## src/rtl/jet_pkg.sv

```systemverilog
// Shared types, constants and helper functions for the escape-time pixel core
`timescale 1ns / 1ps

package jet_pkg;

   // Field widths
   localparam int Q_WIDTH      = 32;
   localparam int COORD_WIDTH  = 12;
   localparam int LIMIT_WIDTH  = 16;
   localparam int IMGW_WIDTH   = 13;
   localparam int ADDR_WIDTH   = 24;
   localparam int PAL_WIDTH    = 8;
   localparam int CSR_IDX_WIDTH = 3;

   // Block constants
   localparam int PALETTE_ENTRIES = 8;
   localparam int MAX_DIMENSION   = 4096;
   localparam int Q_FRAC          = 28;

   // Escape radius squared, 4.0 in Q8.56
   localparam logic [63:0] ESCAPE_Q56 = 64'h0400_0000_0000_0000;

   // Register reset values
   localparam logic signed [31:0] ORIGIN_X_RESET = -32'sd536870912;
   localparam logic signed [31:0] ORIGIN_Y_RESET = -32'sd536870912;
   localparam logic signed [31:0] STEP_X_RESET   = 32'sd1048576;
   localparam logic signed [31:0] STEP_Y_RESET   = 32'sd1048576;
   localparam logic signed [31:0] C_REAL_RESET   = -32'sd214748365;
   localparam logic signed [31:0] C_IMAG_RESET   = 32'sd0;
   localparam logic [15:0]        LIMIT_RESET    = 16'd256;
   localparam logic [12:0]        IMGW_RESET     = 13'd1024;

   // Register map
   typedef enum logic [CSR_IDX_WIDTH-1:0] {
      CSR_ORIGIN_X   = 3'd0,
      CSR_ORIGIN_Y   = 3'd1,
      CSR_STEP_X     = 3'd2,
      CSR_STEP_Y     = 3'd3,
      CSR_C_REAL     = 3'd4,
      CSR_C_IMAG     = 3'd5,
      CSR_ITER_LIMIT = 3'd6,
      CSR_IMAGE_WIDTH = 3'd7
   } csr_index_type;

   // Operand selection for the shared multiplier
   typedef enum logic [1:0] {
      MUL_RR = 2'd0,
      MUL_II = 2'd1,
      MUL_RI = 2'd2
   } mul_sel_type;

   // Sequencer states
   typedef enum logic [3:0] {
      ST_IDLE   = 4'd0,
      ST_START  = 4'd1,
      ST_SQR0   = 4'd2,
      ST_SQI0   = 4'd3,
      ST_CROSS  = 4'd4,
      ST_UPDATE = 4'd5,
      ST_SQR    = 4'd6,
      ST_SQI    = 4'd7,
      ST_TEST   = 4'd8,
      ST_FINISH = 4'd9
   } state_type;

   // Controller to datapath commands
   typedef struct packed {
      logic        load_pixel;
      logic        start;
      logic        mul_en;
      mul_sel_type mul_sel;
      logic        update;
      logic        count_inc;
      logic        load_result;
   } jet_cmd_type;

   // Datapath to controller status
   typedef struct packed {
      logic start_in_set;
      logic escaped;
      logic limit_next;
   } jet_status_type;

   // Saturate a wide signed value to Q4.28
   function automatic logic signed [31:0] sat_q(input logic signed [63:0] v);
      logic signed [31:0] r;
      if (v > 64'sh0000_0000_7FFF_FFFF) begin
         r = 32'sh7FFF_FFFF;
      end else if (v < -64'sh0000_0000_8000_0000) begin
         r = 32'sh8000_0000;
      end else begin
         r = v[31:0];
      end
      return r;
   endfunction

   // Pin a pixel index to the largest supported dimension
   function automatic logic [COORD_WIDTH-1:0] clamp_dim(input logic [COORD_WIDTH-1:0] v);
      logic [COORD_WIDTH-1:0] r;
      if ({1'b0, v} >= (COORD_WIDTH+1)'(MAX_DIMENSION)) begin
         r = COORD_WIDTH'(MAX_DIMENSION - 1);
      end else begin
         r = v;
      end
      return r;
   endfunction

endpackage

```

## src/rtl/jet_ctrl.sv

```systemverilog
// Controller: iteration sequencer and result handshake
`timescale 1ns / 1ps

module jet_ctrl (
   input  logic                    clock,
   input  logic                    reset,
   input  logic                    req_tvalid,
   output logic                    req_tready,
   output logic                    rsp_tvalid,
   input  logic                    rsp_tready,
   input  jet_pkg::jet_status_type status,
   output jet_pkg::jet_cmd_type    cmd
);

   jet_pkg::state_type state_ff, state_in;
   logic               rsp_valid_ff, rsp_valid_in;
   logic               out_free;

   assign out_free = !rsp_valid_ff || rsp_tready;

   // Next state
   always_comb begin
      state_in = state_ff;
      case (state_ff)
         jet_pkg::ST_IDLE: begin
            if (req_tvalid) state_in = jet_pkg::ST_START;
         end
         jet_pkg::ST_START: begin
            state_in = status.start_in_set ? jet_pkg::ST_FINISH : jet_pkg::ST_SQR0;
         end
         jet_pkg::ST_SQR0:   state_in = jet_pkg::ST_SQI0;
         jet_pkg::ST_SQI0:   state_in = jet_pkg::ST_CROSS;
         jet_pkg::ST_CROSS:  state_in = jet_pkg::ST_UPDATE;
         jet_pkg::ST_UPDATE: state_in = jet_pkg::ST_SQR;
         jet_pkg::ST_SQR:    state_in = jet_pkg::ST_SQI;
         jet_pkg::ST_SQI:    state_in = jet_pkg::ST_TEST;
         jet_pkg::ST_TEST: begin
            if (status.escaped || status.limit_next) begin
               state_in = jet_pkg::ST_FINISH;
            end else begin
               state_in = jet_pkg::ST_CROSS;
            end
         end
         jet_pkg::ST_FINISH: begin
            if (out_free) state_in = jet_pkg::ST_IDLE;
         end
         default: state_in = jet_pkg::ST_IDLE;
      endcase
   end

   // Commands to the datapath
   always_comb begin
      cmd        = '0;
      req_tready = 1'b0;
      case (state_ff)
         jet_pkg::ST_IDLE: begin
            req_tready     = 1'b1;
            cmd.load_pixel = req_tvalid;
         end
         jet_pkg::ST_START: cmd.start = 1'b1;
         jet_pkg::ST_SQR0, jet_pkg::ST_SQR: begin
            cmd.mul_en  = 1'b1;
            cmd.mul_sel = jet_pkg::MUL_RR;
         end
         jet_pkg::ST_SQI0, jet_pkg::ST_SQI: begin
            cmd.mul_en  = 1'b1;
            cmd.mul_sel = jet_pkg::MUL_II;
         end
         jet_pkg::ST_CROSS: begin
            cmd.mul_en  = 1'b1;
            cmd.mul_sel = jet_pkg::MUL_RI;
         end
         jet_pkg::ST_UPDATE: cmd.update = 1'b1;
         jet_pkg::ST_TEST:   cmd.count_inc = !status.escaped;
         jet_pkg::ST_FINISH: cmd.load_result = out_free;
         default: ;
      endcase
   end

   // Result valid flag: set on load, cleared by an output transfer
   always_comb begin
      rsp_valid_in = rsp_valid_ff;
      if (cmd.load_result) begin
         rsp_valid_in = 1'b1;
      end else if (rsp_tready) begin
         rsp_valid_in = 1'b0;
      end
   end

   always_ff @(posedge clock) begin
      if (reset) begin
         state_ff     <= jet_pkg::ST_IDLE;
         rsp_valid_ff <= 1'b0;
      end else begin
         state_ff     <= state_in;
         rsp_valid_ff <= rsp_valid_in;
      end
   end

   assign rsp_tvalid = rsp_valid_ff;

endmodule

```

## config.mk

```make
export PLATFORM = sky130hd
export DESIGN_NAME = jet_ctrl
export DESIGN_NICKNAME = d
export VERILOG_FILES = /design/src/rtl/jet_pkg.sv /design/src/rtl/jet_ctrl.sv
export SDC_FILE = /design/constraint.sdc
export NUM_CORES = 1
export LEC_CHECK = 0
export ABC_AREA = 1
export BUFFER_PORTS_ARGS = -buffer_cell sky130_fd_sc_hd__buf_2
export CELL_PAD_IN_SITES_DETAIL_PLACEMENT = 2
export CELL_PAD_IN_SITES_GLOBAL_PLACEMENT = 2
export CORE_MARGIN = 3
export CORE_UTILIZATION = 21
export CTS_CLUSTER_SIZE = 30
export DETAILED_ROUTE_END_ITERATION = 6
export PLACE_DENSITY = 0.72
export SYNTH_ARGS = -nofsm -noshare
export SYNTH_HDL_FRONTEND = slang
export SYNTH_SLANG_ARGS = --single-unit
```

## constraint.sdc

```tcl
create_clock -name clock -period 1.11 [get_ports clock]
set_input_delay 0.111 -clock clock [delete_from_list [all_inputs] [get_ports clock]]
set_output_delay 0.111 -clock clock [all_outputs]
set_load 0.02 [all_outputs]
```

# After elaboration in Yosys (flattened, before gate mapping)
# Cells that the tools add are included.
# totals
regBits,5
in_bits,7
output_inout_bits,10
elab_cells,36
# op_classes
n_eq_ne,11
mux,14
n_reduce_logical,9
# op_table
operator,count
case mux 4 bit (10 select lines),1
== test 4 x 3 -> 1 bit (second input constant),4
2-to-1 mux 4 bit,4
case mux 3 bit (3 select lines),1
== test 4 x 2 -> 1 bit (second input constant),2
== test 4 bit (second input constant),2
2-to-1 mux 1 bit,8
== test 4 x 1 -> 1 bit (second input constant),1
logical NOT 4 bit,1
inequality test 2 bit (second input constant),2
OR reduction 2 bit,2
logical NOT 1 bit,2
logical OR 1 bit,2
AND reduction 2 bit,1
nonzero test 2 bit,1

# Longest topological paths before layout
# logic_depth
word_depth,4
depth_mapped,7
ltp_nobuf,7

# Least setup slack after synthesis
# Ideal clock, no wire load.
# synth_timing
kind,flip-flop to output port
startpoint,register state_ff[1]
endpoint,output cmd[1] (netlist name)
t_arrival_ns,1.296
required_time_ns,0.999
setup_slack_ns,-0.297
path_stages_with_launch,4
path_buffers,0
path_cell_list,dfxtp_1 > nor2_2 > inv_1 > nor4_1
# synth_lines
element,line_no,rtl
from (decl),jet_ctrl.sv:15,"jet_pkg::state_type state_ff, state_in;"
from (signal assigned),jet_ctrl.sv:92,state_ff <= jet_pkg::ST_IDLE;
from (signal assigned),jet_ctrl.sv:95,state_ff <= state_in;
to (decl),jet_ctrl.sv:12,output jet_pkg::jet_cmd_type cmd

==> PnR_summary.wiki <==
{| class="wikitable"
! Metric !! Value
|-
| Normalized max-slew margin || 82.2%
|-
| Number of cell rows || 15
|-
| Primary FF master, synth || dfxtp_1
|-
| First-pass GRT wire length || 2450 um
|-
| Final HPWL from detailed placement || roughly 1100 um
|-
| Clock latency of the later-clocked register in the worst-skew pair || 250 ps
|-
| Critical hold path startpoint || reset
|-
| Vias || 485
|-
| CP required || 1000 ps
|-
| Layout net count || 96
|-
| Capturing element of the worst setup path || cmd[0]
|-
| Average detailed-routed wire length per instance || 13.5 um
|-
| Flip-flop and latch count after synthesis || 5
|-
| Yosys warns || 0
|-
| Top cell type by total area after synthesis || dfxtp_1
|-
| Fin Setup TNS || -930 ps
|-
| Gate count after technology mapping || 62
|-
| Die area || approximately 0.0024 mm2
|-
| FILL cells || 218
|-
| Count of cell types in the netlist || 18
|-
| Pin count of the biggest net entering global routing || 7
|-
| Worst hold slack across all endpoints || between 70 and 80 ps
|-
| Failing checks || setup timing
|-
| Power per Cell Area || 1410 mW/mm2
|-
| Pre-CTS setup slack || -44.2 ps
|-
| Std-Cell Core Area || 0.00175 mm2
|-
| Detailed-route wire length || 1530 um
|-
| Transition time at the pin with the least slew margin || between 200 and 300 ps
|-
| Synth-to-layout area growth || 79.0%
|-
| Max frequency || around 800 MHz
|-
| Setup slack, reg-to-reg || -60 ps
|-
| Number of cells traversed by the worst register-to-register path || 8
|-
| Post-synth net total || 69
|-
| Start-to-end type of the worst setup path || flop to primary output
|-
| Diodes inserted || 0
|-
| I/O pin count || 17
|-
| Compound-gate portion of the synthesized area || 7.32%
|-
| Setup repair after global routing missed its margin || true
|-
| H-tree levels || 1
|-
| Data arrival at the endpoint of the critical path || 1140 ps
|-
| Post-synthesis share of cell area spent on xor and xnor gates || 0%
|-
| Clock transition at the register clock pins on the worst setup and hold paths after CTS || 40 ps
|-
| Post-synth EDFFs || 0
|-
| Clock buffer depth || 2
|-
| GRT Residual Overflow || 0
|-
| Synth Area in Adders || 0%
|-
| Start point of the critical path || state_ff[0]
|-
| Total routing usage reported by global routing || 14.0%
|-
| Starting utilization of the core area || a little under a quarter
|-
| Final worst setup slack || -143 ps
|-
| Final Hold Fails || 0
|-
| Basic-gate share of the synthesized area counting and, or, nand and nor cells || between 50% and 60%
|-
| IO buf count || 16
|-
| Antenna violation net count after detailed routing || 0
|-
| Final weighted congestion in routability-driven placement || slightly below 0.8
|-
| Leakage power of the design || 0.000355 uW
|-
| Root Driver || clkbuf_4
|-
| Async S/R FF share, synth || 0%
|-
| Seq/Total Area, Yosys || 25.5%
|-
| Setup violations, final || 11
|-
| # Max-Cap Violations || 0
|-
| X dimension of the die || 49.3 um
|-
| Total power consumption of the routed design || 988 uW
|-
| Endpoint type of the worst setup path || primary output
|-
| Main combinational cell family by area after synthesis || simple AND/OR/NAND/NOR gates
|-
| Maximum resistive drop on vdd || 0.560 mV
|-
| Crit Reg-Reg Endpoint || state_ff[0]
|-
| First drt pass iteration count || 4
|-
| Average vias per placed instance || 4.29
|-
| Run status || complete, but fails checks
|-
| Final Max Tran Viols || 0
|-
| CTS Sinks || 5
|-
| Post-synthesis cell area || between 300 and 400 um2
|-
| Biggest area contributors in the synthesized netlist || dfxtp_1 25%, nand2_1 13%, inv_1 11%, nand3_2 7.6%, nor2_1 6.7%
|-
| Share of the clock period used by the worst path || 113%
|-
| Initial drt markers || 5
|-
| Share of synthesized area spent on multiplexers || 0%
|-
| Clock buffers created by TritonCTS || 3
|-
| Worst clock skew || 3.26 ps
|-
| Initial antenna violation count || 0
|-
| Share of final-layout standard cells stronger than drive strength 1 || 58.0%
|-
| R2r startpoint || state_ff[0]
|-
| Hold crit path type || primary input to flop
|-
| Proportion of netlist area held by the largest area contributor || 25.5%
|-
| Shortest period the worst path allows || 1250 ps
|-
| Crit start category || flop
|-
| Number of DRC violations after detailed routing || 0
|-
| Via count of the first global-routing pass || 517
|-
| Mean instance size in the synthesized netlist || about 6.3 um2
|-
| CTS tree || done
|-
| Peak fanout along the critical path || 4
|-
| Die H || 49.3 um
|}
-- registers in the layout (all words and copies together), names as in the netlist --
| register | count |
|---|---|
| state_ff | 4 |
| rsp_tvalid | 1 |
-- worst max-delay path: stages (launching register included) --
cell and delay [ps]:
dfxtp_4 380, inv_4 60, nor2_4 120, nand2_1 80
nor2_2 120, buf_6 130
-- cells by family (layout without fill, tap and decap cells) --
group	count (synthesis)	count (layout)
compound gates	4	4
buf+inv	15	41
flops	5	5
simple gates	38	38
-- cell usage after synthesis, types with 2 or more instances --
cell / n
nand3_2: 3
dfxtp_1: 5
a31oi_1: 2
inv_1: 11
nor2_4: 2
nand2_1: 14
inv_2: 3
nor2_2: 3
nor2_1: 7
nand3_1: 4
-- repair_timing --
item                       CTS  global route
resized for setup           33             8
buffers inserted             2             2
hold buffers                 0             0
setup endpoints to repair   12            12
gates cloned                 0             0
pin swaps                    3             1
-- how the worst min path moves through the flow --
| stage | to | cells past startpoint |
|---|---|---|
| 4_1_cts | state_ff[0] | 2 |
| 6_report | state_ff[0] | 2 |
| 3_3_place_gp | state_ff[0] | 2 |
| 5_1_grt | state_ff[0] | 2 |
| 2_1_floorplan | state_ff[0] | 1 |
| 3_5_place_dp | state_ff[0] | 2 |
-- power by group --
part           switching, uW  total (uW)  internal [uW]
clock                   84.8         221            137
combinational            280         516            236
sequential              46.0         250            204
-- area by class of cell --
class	instances	area (um2)	share of cell area, %
Sequential cell	5	115	16.4
Tap cell	25	31.3	4.45
Clock buffer	4	26.3	3.74
Multi-Input combinational cell	42	278	39.5
Inverter	14	67.6	9.61
Timing Repair Buffer	23	185	26.3
-- per-stage QoR --
step	cell area, um2	util, %	cells
global placement	531	30.4	105
floorplan	404	-	62
finish	703	40.3	113
detailed placement	531	30.4	105
global route	703	40.3	113
CTS	664	38.1	111
-- metal layers --
metal  track usage (%)  wire (um)  vias up
met1              13.7        575      221
li1                  -          -      246
met4              9.95         42        0
met2              25.4        834       14
met5                 0          0        -
met3              3.36         74        4
-- cell usage in the layout (no fill, tap or decap) --
cell	count
o21bai_1	1
inv_8	1
a21oi_2	1
dfxtp_4	4
nand2_1	12
nand3_1	4
nor4_2	1
inv_2	1
inv_1	9
nor3_4	1
nand2_4	1
nor3_2	1
inv_4	3
nand4_1	1
nand2_2	2
clkbuf_1	1
buf_2	7
a31oi_1	2
nand3_2	3
dfxtp_1	1
nor2_2	1
nor2_1	6
clkbuf_4	3
buf_6	8
buf_4	8
nor2_4	5
Power figures use the tool's default switching activity.
